===== config.mk =====
export PLATFORM = sky130hd
export DESIGN_NAME = reply_delay_search_controller_unit
export DESIGN_NICKNAME = d
export VERILOG_FILES = /design/src/sv/rdsc_pkg.sv /design/src/sv/rdsc_delay_calc.sv /design/src/sv/rdsc_search_core.sv /design/src/sv/reply_delay_search_controller_unit.sv
export SDC_FILE = /design/constraint.sdc
export NUM_CORES = 1
export LEC_CHECK = 0
export ABC_AREA = 1
export BUFFER_PORTS_ARGS = -buffer_cell sky130_fd_sc_hd__buf_2
export CAP_MARGIN = 20
export CORE_UTILIZATION = 40
export DETAILED_ROUTE_END_ITERATION = 6
export RECOVER_POWER = 50
export SYNTH_ARGS = -nofsm -noshare
export SYNTH_HDL_FRONTEND = slang
export SYNTH_SLANG_ARGS = --single-unit

===== constraint.sdc =====
create_clock -name clk -period 15.17 [get_ports clk]
set_input_delay 2.2755 -clock clk [delete_from_list [all_inputs] [get_ports clk]]
set_output_delay 2.2755 -clock clk [all_outputs]
set_load 0.005 [all_outputs]

===== src/sv/rdsc_pkg.sv =====
`timescale 1ns / 1ps
// ----------------------------------------------------------------------------
// rdsc_pkg: shared types for the reply delay search controller
// Search phases, decision codes, register indexes and the configuration and
// result bundles passed between the controller modules.
// ----------------------------------------------------------------------------
package rdsc_pkg;

  typedef enum logic [1:0] {
    PH_EXP  = 2'd0,
    PH_BIN  = 2'd1,
    PH_HOLD = 2'd2
  } phase_t;

  typedef enum logic [3:0] {
    DEC_VERIFIED    = 4'd0,
    DEC_HOLD_MIN    = 4'd1,
    DEC_EXP_LOWER   = 4'd2,
    DEC_HOLD_BEST   = 4'd3,
    DEC_BIN_LOWER   = 4'd4,
    DEC_RETRY_MAX   = 4'd5,
    DEC_BIN_START   = 4'd6,
    DEC_BIN_RAISE   = 4'd7,
    DEC_BACKOFF     = 4'd8,
    DEC_HOLD_MAX    = 4'd9,
    DEC_NONE        = 4'd10
  } dec_t;

  typedef enum logic [2:0] {
    REG_LONGEST  = 3'd0,
    REG_SHORTEST = 3'd1,
    REG_STEP     = 3'd2,
    REG_LARGEST  = 3'd3,
    REG_JUMP     = 3'd4,
    REG_TESTS    = 3'd5,
    REG_REQUIRED = 3'd6
  } cfg_reg_t;

  localparam logic [14:0] STEP_DOUBLE_LIMIT = 15'h7FFF;

  typedef struct packed {
    logic [15:0] longest_delay_us;
    logic [15:0] shortest_delay_us;
    logic [15:0] delay_step_us;
    logic [7:0]  largest_index;
    logic [15:0] initial_jump;
    logic [7:0]  tests_per_window;
    logic [7:0]  success_quota;
  } cfg_t;

  typedef struct packed {
    logic [7:0]  next_index;
    logic [15:0] next_delay_us;
    phase_t      search_phase;
    logic        window_done;
    dec_t        decision;
    logic        found_reliable;
    logic [7:0]  best_index;
    logic [15:0] best_delay_us;
  } result_t;

  // A zero jump still has to move the search.
  function automatic logic [15:0] first_jump(input logic [15:0] jump);
    first_jump = (jump == 16'd0) ? 16'd1 : jump;
  endfunction

endpackage


===== src/sv/rdsc_delay_calc.sv =====
`timescale 1ns / 1ps
// ----------------------------------------------------------------------------
// rdsc_delay_calc: index to reply delay
// Clamp the index to the largest index, scale by the step, subtract from the
// longest delay (floor at zero) and raise to the shortest delay.
// ----------------------------------------------------------------------------
module rdsc_delay_calc (
  input  rdsc_pkg::cfg_t cfg,
  input  logic [7:0]     index,
  output logic [15:0]    delay_us
);

  logic [7:0]  clamped;
  logic [23:0] cut;
  logic [15:0] reduced;

  always_comb begin
    clamped  = (index < cfg.largest_index) ? index : cfg.largest_index;
    cut      = {16'd0, clamped} * {8'd0, cfg.delay_step_us};
    reduced  = (cut > {8'd0, cfg.longest_delay_us}) ? 16'd0
             : (cfg.longest_delay_us - cut[15:0]);
    delay_us = (reduced < cfg.shortest_delay_us) ? cfg.shortest_delay_us : reduced;
  end

endmodule


===== src/sv/rdsc_search_core.sv =====
`timescale 1ns / 1ps
// ----------------------------------------------------------------------------
// rdsc_search_core: window counting and search state
// Count the window, judge it when full, choose the next index and keep the
// search state. Also refresh the delay of the current index every idle cycle.
// ----------------------------------------------------------------------------
module rdsc_search_core (
  input  logic              clk,
  input  logic              rst,
  input  rdsc_pkg::cfg_t    cfg,
  input  logic              jump_load,
  input  logic [15:0]       jump_value,
  input  logic              step,
  input  logic              ok,
  output rdsc_pkg::result_t result
);

  rdsc_pkg::phase_t phase_reg, phase_next;
  logic [7:0]  current_index;
  logic [7:0]  window_attempts;
  logic [7:0]  window_successes;
  logic        have_reliable;
  logic [7:0]  best_index_reg;
  logic [15:0] best_delay_reg;
  logic [15:0] first_failed;
  logic [15:0] jump_step;
  logic [15:0] cur_delay;

  logic [7:0]  wa_inc, ws_inc;
  logic        done, reliable;
  logic [8:0]  idx_plus1, best_plus1;
  logic        near_rel, near_lost;
  rdsc_pkg::dec_t decision;
  logic [7:0]  mid_good, mid_idx;
  logic [15:0] mid_bad, mid_sum;
  logic [16:0] exp_sum;
  logic [7:0]  exp_idx;
  logic [7:0]  index_next, calc_index, best_next;
  logic [15:0] calc_delay, best_delay_next;

  always_comb begin
    wa_inc     = window_attempts + 8'd1;
    ws_inc     = window_successes + {7'd0, ok};
    done       = (wa_inc >= cfg.tests_per_window);
    reliable   = (ws_inc >= cfg.success_quota);
    idx_plus1  = {1'b0, current_index} + 9'd1;
    best_plus1 = {1'b0, best_index_reg} + 9'd1;
    near_rel   = (first_failed <= {7'd0, idx_plus1});
    near_lost  = ({1'b0, current_index} <= best_plus1);
  end

  // Judge the window.
  always_comb begin
    priority if (!done) begin
      decision = rdsc_pkg::DEC_NONE;
    end else if (reliable) begin
      priority if (phase_reg == rdsc_pkg::PH_HOLD)         decision = rdsc_pkg::DEC_VERIFIED;
      else if (current_index >= cfg.largest_index)          decision = rdsc_pkg::DEC_HOLD_MIN;
      else if (phase_reg == rdsc_pkg::PH_EXP)               decision = rdsc_pkg::DEC_EXP_LOWER;
      else if (near_rel)                                    decision = rdsc_pkg::DEC_HOLD_BEST;
      else                                                  decision = rdsc_pkg::DEC_BIN_LOWER;
    end else if (phase_reg == rdsc_pkg::PH_EXP) begin
      priority if (!have_reliable)                          decision = rdsc_pkg::DEC_RETRY_MAX;
      else if (near_lost)                                   decision = rdsc_pkg::DEC_HOLD_BEST;
      else                                                  decision = rdsc_pkg::DEC_BIN_START;
    end else if (phase_reg != rdsc_pkg::PH_HOLD) begin
      priority if (near_lost)                               decision = rdsc_pkg::DEC_HOLD_BEST;
      else                                                  decision = rdsc_pkg::DEC_BIN_RAISE;
    end else if (current_index != 8'd0) begin
      decision = rdsc_pkg::DEC_BACKOFF;
    end else begin
      decision = rdsc_pkg::DEC_HOLD_MAX;
    end
  end

  // Next phase.
  always_comb begin
    unique case (decision)
      rdsc_pkg::DEC_HOLD_MIN,
      rdsc_pkg::DEC_HOLD_BEST: phase_next = rdsc_pkg::PH_HOLD;
      rdsc_pkg::DEC_BIN_START: phase_next = rdsc_pkg::PH_BIN;
      default:                 phase_next = phase_reg;
    endcase
  end

  // Bisection between the best good index and the first failed one.
  always_comb begin
    mid_good = reliable ? current_index : best_index_reg;
    mid_bad  = reliable ? first_failed : {8'd0, current_index};
    mid_sum  = {8'd0, mid_good} + ((mid_bad - {8'd0, mid_good}) >> 1);
    mid_idx  = (mid_sum > 16'd255) ? 8'hFF : mid_sum[7:0];
    exp_sum  = {9'd0, current_index} + {1'b0, jump_step};
    exp_idx  = (exp_sum > {9'd0, cfg.largest_index}) ? cfg.largest_index : exp_sum[7:0];
  end

  // Next index and best values.
  always_comb begin
    unique case (decision)
      rdsc_pkg::DEC_EXP_LOWER: index_next = exp_idx;
      rdsc_pkg::DEC_HOLD_BEST: index_next = reliable ? current_index : best_index_reg;
      rdsc_pkg::DEC_BIN_LOWER,
      rdsc_pkg::DEC_BIN_START,
      rdsc_pkg::DEC_BIN_RAISE: index_next = mid_idx;
      rdsc_pkg::DEC_RETRY_MAX: index_next = 8'd0;
      rdsc_pkg::DEC_BACKOFF:   index_next = current_index - 8'd1;
      default:                 index_next = current_index;
    endcase
    calc_index = step ? index_next : current_index;
    if (done && reliable) begin
      best_next       = current_index;
      best_delay_next = cur_delay;
    end else if (decision == rdsc_pkg::DEC_BACKOFF) begin
      best_next       = index_next;
      best_delay_next = calc_delay;
    end else begin
      best_next       = best_index_reg;
      best_delay_next = best_delay_reg;
    end
  end

  rdsc_delay_calc u_delay (
    .cfg      (cfg),
    .index    (calc_index),
    .delay_us (calc_delay)
  );

  always_comb begin
    result.next_index     = index_next;
    result.next_delay_us  = calc_delay;
    result.search_phase   = phase_next;
    result.window_done    = done;
    result.decision       = decision;
    result.found_reliable = have_reliable | (done & reliable);
    result.best_index     = best_next;
    result.best_delay_us  = best_delay_next;
  end

  // Delay of the current index: follows the index and any config change.
  always_ff @(posedge clk) begin
    cur_delay <= calc_delay;
  end

  always_ff @(posedge clk) begin
    if (rst) begin
      phase_reg        <= rdsc_pkg::PH_EXP;
      current_index    <= 8'd0;
      window_attempts  <= 8'd0;
      window_successes <= 8'd0;
      have_reliable    <= 1'b0;
      best_index_reg   <= 8'd0;
      best_delay_reg   <= 16'd0;
      first_failed     <= 16'hFFFF;
      jump_step        <= 16'd1;
    end else begin
      if (jump_load) begin
        jump_step <= rdsc_pkg::first_jump(jump_value);
      end
      if (step) begin
        phase_reg      <= phase_next;
        current_index  <= index_next;
        have_reliable  <= result.found_reliable;
        best_index_reg <= best_next;
        best_delay_reg <= best_delay_next;
        if (done) begin
          window_attempts  <= 8'd0;
          window_successes <= 8'd0;
        end else begin
          window_attempts  <= wa_inc;
          window_successes <= ws_inc;
        end
        if (done && !reliable && phase_reg != rdsc_pkg::PH_HOLD) begin
          first_failed <= {8'd0, current_index};
        end
        if (decision == rdsc_pkg::DEC_EXP_LOWER) begin
          if (jump_step <= {1'b0, rdsc_pkg::STEP_DOUBLE_LIMIT}) begin
            jump_step <= {jump_step[14:0], 1'b0};
          end
        end else if (done && !reliable && phase_reg == rdsc_pkg::PH_EXP) begin
          jump_step <= rdsc_pkg::first_jump(cfg.initial_jump);
        end
      end
    end
  end

endmodule


===== src/sv/reply_delay_search_controller_unit.sv =====
`timescale 1ns / 1ps
// ----------------------------------------------------------------------------
// reply_delay_search_controller_unit: reply delay calibration search
// Each attempt transaction carries the outcome of one ranging exchange; each
// result transaction gives the delay index and delay to use next, the search
// phase, whether a judging window closed, a decision code and the best
// reliable index and delay found so far.
// Usage:
//  - attempt channel: attempt_valid / attempt_ready, payload attempt_ok.
//  - result channel: result_valid / result_ready, one result per attempt.
//  - cfg_wr_en / cfg_index / cfg_data write the seven search registers;
//    write them only while no attempt is in flight. Index 7 is ignored.
//    Writing initial_jump also reloads the exponential step.
//  - An accepted attempt waits in the attempt register; the search state is
//    then updated and its result loaded into the result register, one
//    attempt per cycle while the result register is free or draining.
//  - Reset (rst, synchronous) restores the register defaults, starts the
//    search in the exponential phase at index zero and empties both stages.
//  - A stalled receiver holds the result; one more attempt is taken into the
//    attempt register, then attempt_ready drops until the result moves.
// ----------------------------------------------------------------------------
module reply_delay_search_controller_unit (
  input  logic        clk,
  input  logic        rst,
  input  logic        cfg_wr_en,
  input  logic [2:0]  cfg_index,
  input  logic [15:0] cfg_data,
  input  logic        attempt_valid,
  output logic        attempt_ready,
  input  logic        attempt_ok,
  output logic        result_valid,
  input  logic        result_ready,
  output logic [7:0]  next_index,
  output logic [15:0] next_delay_us,
  output logic [1:0]  search_phase,
  output logic        window_done,
  output logic [3:0]  decision,
  output logic        found_reliable,
  output logic [7:0]  best_index,
  output logic [15:0] best_delay_us
);

  rdsc_pkg::cfg_t    cfg;
  rdsc_pkg::result_t core_result;
  rdsc_pkg::result_t result_reg;
  logic              hold_full;
  logic              hold_ok;
  logic              advance;
  logic              jump_load;

  // Configuration registers.
  assign jump_load = cfg_wr_en && (cfg_index == rdsc_pkg::REG_JUMP);

  always_ff @(posedge clk) begin
    if (rst) begin
      cfg.longest_delay_us  <= 16'd1000;
      cfg.shortest_delay_us <= 16'd1000;
      cfg.delay_step_us     <= 16'd1;
      cfg.largest_index     <= 8'd0;
      cfg.initial_jump      <= 16'd1;
      cfg.tests_per_window  <= 8'd10;
      cfg.success_quota     <= 8'd9;
    end else if (cfg_wr_en) begin
      unique case (cfg_index)
        rdsc_pkg::REG_LONGEST:  cfg.longest_delay_us  <= cfg_data;
        rdsc_pkg::REG_SHORTEST: cfg.shortest_delay_us <= cfg_data;
        rdsc_pkg::REG_STEP:     cfg.delay_step_us     <= cfg_data;
        rdsc_pkg::REG_LARGEST:  cfg.largest_index     <= cfg_data[7:0];
        rdsc_pkg::REG_JUMP:     cfg.initial_jump      <= cfg_data;
        rdsc_pkg::REG_TESTS:    cfg.tests_per_window  <= cfg_data[7:0];
        rdsc_pkg::REG_REQUIRED: cfg.success_quota     <= cfg_data[7:0];
        default: ;  // drop writes beyond the register list
      endcase
    end
  end

  // Advance the held attempt whenever the result register is free or draining.
  assign advance       = hold_full && (!result_valid || result_ready);
  assign attempt_ready = !hold_full || advance;

  always_ff @(posedge clk) begin
    if (rst) begin
      hold_full <= 1'b0;
    end else if (attempt_ready) begin
      hold_full <= attempt_valid;
    end
  end

  always_ff @(posedge clk) begin
    if (attempt_valid && attempt_ready) begin
      hold_ok <= attempt_ok;
    end
  end

  rdsc_search_core u_core (
    .clk        (clk),
    .rst        (rst),
    .cfg        (cfg),
    .jump_load  (jump_load),
    .jump_value (cfg_data),
    .step       (advance),
    .ok         (hold_ok),
    .result     (core_result)
  );

  // Result register: load on advance, clear once taken.
  always_ff @(posedge clk) begin
    if (rst) begin
      result_valid <= 1'b0;
    end else if (advance) begin
      result_valid <= 1'b1;
    end else if (result_ready) begin
      result_valid <= 1'b0;
    end
  end

  always_ff @(posedge clk) begin
    if (advance) begin
      result_reg <= core_result;
    end
  end

  assign next_index     = result_reg.next_index;
  assign next_delay_us  = result_reg.next_delay_us;
  assign search_phase   = result_reg.search_phase;
  assign window_done    = result_reg.window_done;
  assign decision       = result_reg.decision;
  assign found_reliable = result_reg.found_reliable;
  assign best_index     = result_reg.best_index;
  assign best_delay_us  = result_reg.best_delay_us;

  // A moved attempt always lands in the result register.
  a_advance_result: assert property (@(posedge clk) disable iff (rst)
    advance |=> result_valid)
    else $error("advanced attempt did not produce a result");

  // A held attempt that cannot move stays held.
  a_hold_kept: assert property (@(posedge clk) disable iff (rst)
    (hold_full && !advance) |=> hold_full)
    else $error("held attempt lost while result stalled");

  // The decision code agrees with the window flag.
  a_done_decision: assert property (@(posedge clk) disable iff (rst)
    result_valid |-> (window_done == (decision != rdsc_pkg::DEC_NONE)))
    else $error("window flag and decision code disagree");

  // The unused phase code is never reported.
  a_phase_range: assert property (@(posedge clk) disable iff (rst)
    result_valid |-> (search_phase != 2'd3))
    else $error("search phase out of range");

endmodule


==> flow_summary_export.csv <==
group,metric,value,unit
status,status,"complete, but fails checks",
status,violations,"max-capacitance violations, max-slew violations",
clock_network,cts_tree,"yes",
global_route,antenna_found_initial,0,
global_route,grt_overflow,0,
sta,fmax,71.1,MHz
synth,synth.area.top_cells,"dfxtp_1, ha_1, fa_1",
global_route,grt_max_degree,85,
sta,final.period_utilization,92.7,%
clock_network,hold_buffers,0,
critical_path,path_class,"flip-flop to flip-flop",
clock_network,clkTransAtPathRegs,0.06,ns
global_route,grt_pass1_vias,16500,
floorplanning,fp-row-count,79,
drt,vias,17000,
sta,holdWs,0.461,ns
global_route,grt_use_total,24.1,%
critical_path,cp.required,15.60,ns
cells_and_area,top_register,"cfg",
floorplanning,core_area,0.0465,sq mm
power,swShare,40.1,%
synth,synth_top_cell_by_area,"dfxtp_1",
cells_and_area,nFillCells,4681,
power,pwr-share-seq,29.9,%
critical_path,start_kind,"flip-flop",
placement,pre_cts_slack,0.0631,ns
drt,routed_wl,57.0,mm
critical_path,r2r_slack,1.11,ns
placement,globalplace.congestion,0.971,
synth,synth_nets,2770,
synth,synth-seq-area-share,28.5,%
drt,post-route-drc-count,0,
clock_network,cts-root-buf,"clkbuf_16",
cells_and_area,drive_above_1_share,7.22,%
power,pwr-share-comb,43.3,%
drt,first_pass_iters,6,
run,maxCapViolations,3,
clock_network,clkLatencyLatePin,0.56,ns
placement,numPortBuffers,82,
synth,yosysTopAreaCellShare,19.4,%
synth,ys_seq_elements,239,
power,power.switching,1.05,mW
power,power.total,2.62,mW
drt,wl_per_cell,18.0,um
clock_network,cts_buffers,27,
sta,worst_pin_slew,3.83,ns
cells_and_area,regArea,0.00536,sq mm
critical_path,cpMostUsedCell,"nand3_1",
sta,finalCriticalPeriod,14.06,ns
cells_and_area,largest_reg_flops,88,
floorplanning,start_util,40.4,%
critical_path,critPathArrivalTime,14.49,ns
cells_and_area,multi_input_area,0.0117,sq mm
power,pwr-share-clk,26.8,%
floorplanning,pin_count,83,
sta,setup_viol,0,
sta,slew_viol_final,171,
floorplanning,die_w,219,um
critical_path,cpPeakStageDelay,0.62,ns
worst_hold_path,holdCritPathClass,"flip-flop to flip-flop",
synth,syn_area,0.0188,sq mm
critical_path,worstPathMaxFanout,36,
drt,ant_nets,0,
power,ir_drop,0.0000916,V
drt,avgViaCountPerCell,5.36,
critical_path,crit_slowest_cell,"inv_2",
cells_and_area,area_growth,11.1,%
cells_and_area,diodes,0,
clock_network,htreeDepth,1,
synth,yosys_warnings,0,
clock_network,clkSinkCount,239,
floorplanning,dieHeight,219,um
power,power.density,126,mW/mm^2
synth,syn-instance-count,2483,
floorplanning,dieArea,0.0478,sq mm
global_route,grt_first_pass_wirelength,91.0,mm
sta,hold_viol,0,
sta,finClkSkew,0.0255,ns
power,p_int,1.57,mW
critical_path,cp-end-kind,"flip-flop",
synth,yosys.cell_types.count,55,
clock_network,cts_max_path_buffers,3,
placement,hpwl,43.0,mm
sta,slew_headroom,-155,%
power,leakage,9.68,nW
synth,syn_area_per_cell,7.57,sq um
cells_and_area,fin_nets,2832,
sta,worst_slack,1.11,ns
drt,drt_iter0_markers,1546,
[synth_stat cells, drive strengths merged]
master / count
nor4: 7
o21ai: 149
a21oi: 228
edfxtp: 57
clkbuf: 61
or2: 5
o21bai: 9
o32ai: 1
dfxtp: 182
o211a: 1
nand4: 30
fa: 88
o221a: 1
nand3b: 10
and2: 16
xor2: 52
o211ai: 67
and3: 2
buf: 20
a31oi: 2
nor3: 15
inv: 397
o21a: 4
a21boi: 5
a211oi: 13
o31ai: 4
ha: 174
a22o: 1
a2111oi: 1
xnor2: 15
nand2: 428
o221ai: 1
nor2: 233
a21o: 5
o2111ai: 3
a22oi: 24
clkinv: 12
nand3: 160
[cells by family after synthesis]
group           Yosys count  share of synthesized area [%]
compound gates          519                           15.9
simple gates            906                           21.3
flops                   239                           28.5
fa+ha+maj               262                           21.0
buf+inv                 490                           10.2
xor+xnor                 67                           3.12
[worst max-delay path: cells and delay by family (launching register included)]
family	cells	cell delay [ns]
buf+inv	12	2.10
simple gates	32	4.52
compound gates	16	2.81
fa+ha+maj	9	3.58
xor+xnor	2	0.45
flops	1	0.41
[per-layer routing]
metal  track usage, %  wire length, um  vias to the layer above
met5                0                0                        -
met3             2.48             3190                      117
met4             8.29             2060                        0
met2             39.4            25900                      559
met1             33.1            25900                     8018
li1                 -                -                     8291
[metrics by stage]
stage	instances	util, %	setup TNS (ns)	area (sq um)
after floorplan	2483	-	0	18800
after global placement	3110	42.5	0	19700
after detailed placement	3111	42.5	0	19700
after CTS	3159	44.5	0	20700
after global routing	3171	45.0	-0.0303	20900
final	3171	45.0	0	20900
[cells in the final DEF, fill, tap and decap left out, drive strengths merged, types with 4 or more instances in the layout]
cell type and n:
a211oi 13, clkbuf 84, o21bai 9, xnor2 15
nand4 30, o21ai 149, and2 16, dfxtp 182
or2 5, nor2 233, nand2 428, xor2 52
edfxtp 57, o211ai 67, clkinv 18, a21boi 5
inv 399, ha 174, a21oi 228, o31ai 4
nand3 161, nor3 15, nand3b 10, buf 64
a22oi 24, fa 88, o21a 4, a21o 5
nor4 7
[power groups by stage]
stage	Clock (mW)	Combinational [mW]	Sequential, mW
final	0.703	1.13	0.784
after global routing	0.740	1.28	0.789
after CTS	0.713	1.08	0.784
after detailed placement	0	1.07	0.797
after global placement	0	1.05	0.797
after floorplan	0	0.769	0.793
[cell type report]
class,instances,area share (%)
Tap cell,607,3.64
Multi-Input combinational cell,1755,56.0
Timing Repair Buffer,113,2.80
Sequential cell,239,25.6
Inverter,409,7.36
Clock inverter,13,0.743
Clock buffer,35,3.82
[worst paths after layout]
path	end	cells after the start	startpoint
max	u_core.best_delay_reg[10]$_SDFFE_PP0P_	71	u_core.window_attempts[0]$_SDFFE_PP0P_
max reg2reg	u_core.best_delay_reg[10]$_SDFFE_PP0P_	71	u_core.window_attempts[0]$_SDFFE_PP0P_
min reg2reg	cfg[23]$_SDFFE_PP0P_	2	cfg[23]$_SDFFE_PP0P_
min	cfg[23]$_SDFFE_PP0P_	2	cfg[23]$_SDFFE_PP0P_
[what timing repair did]
| action | in CTS | in global routing |
|---|---|---|
| buffers inserted | 0 | 11 |
| resized for setup | 1 | 44 |
| setup endpoints to repair | 5 | 64 |
| pin swaps | 0 | 7 |
| gates cloned | 0 | 1 |
(Power assumes the default switching activity.)
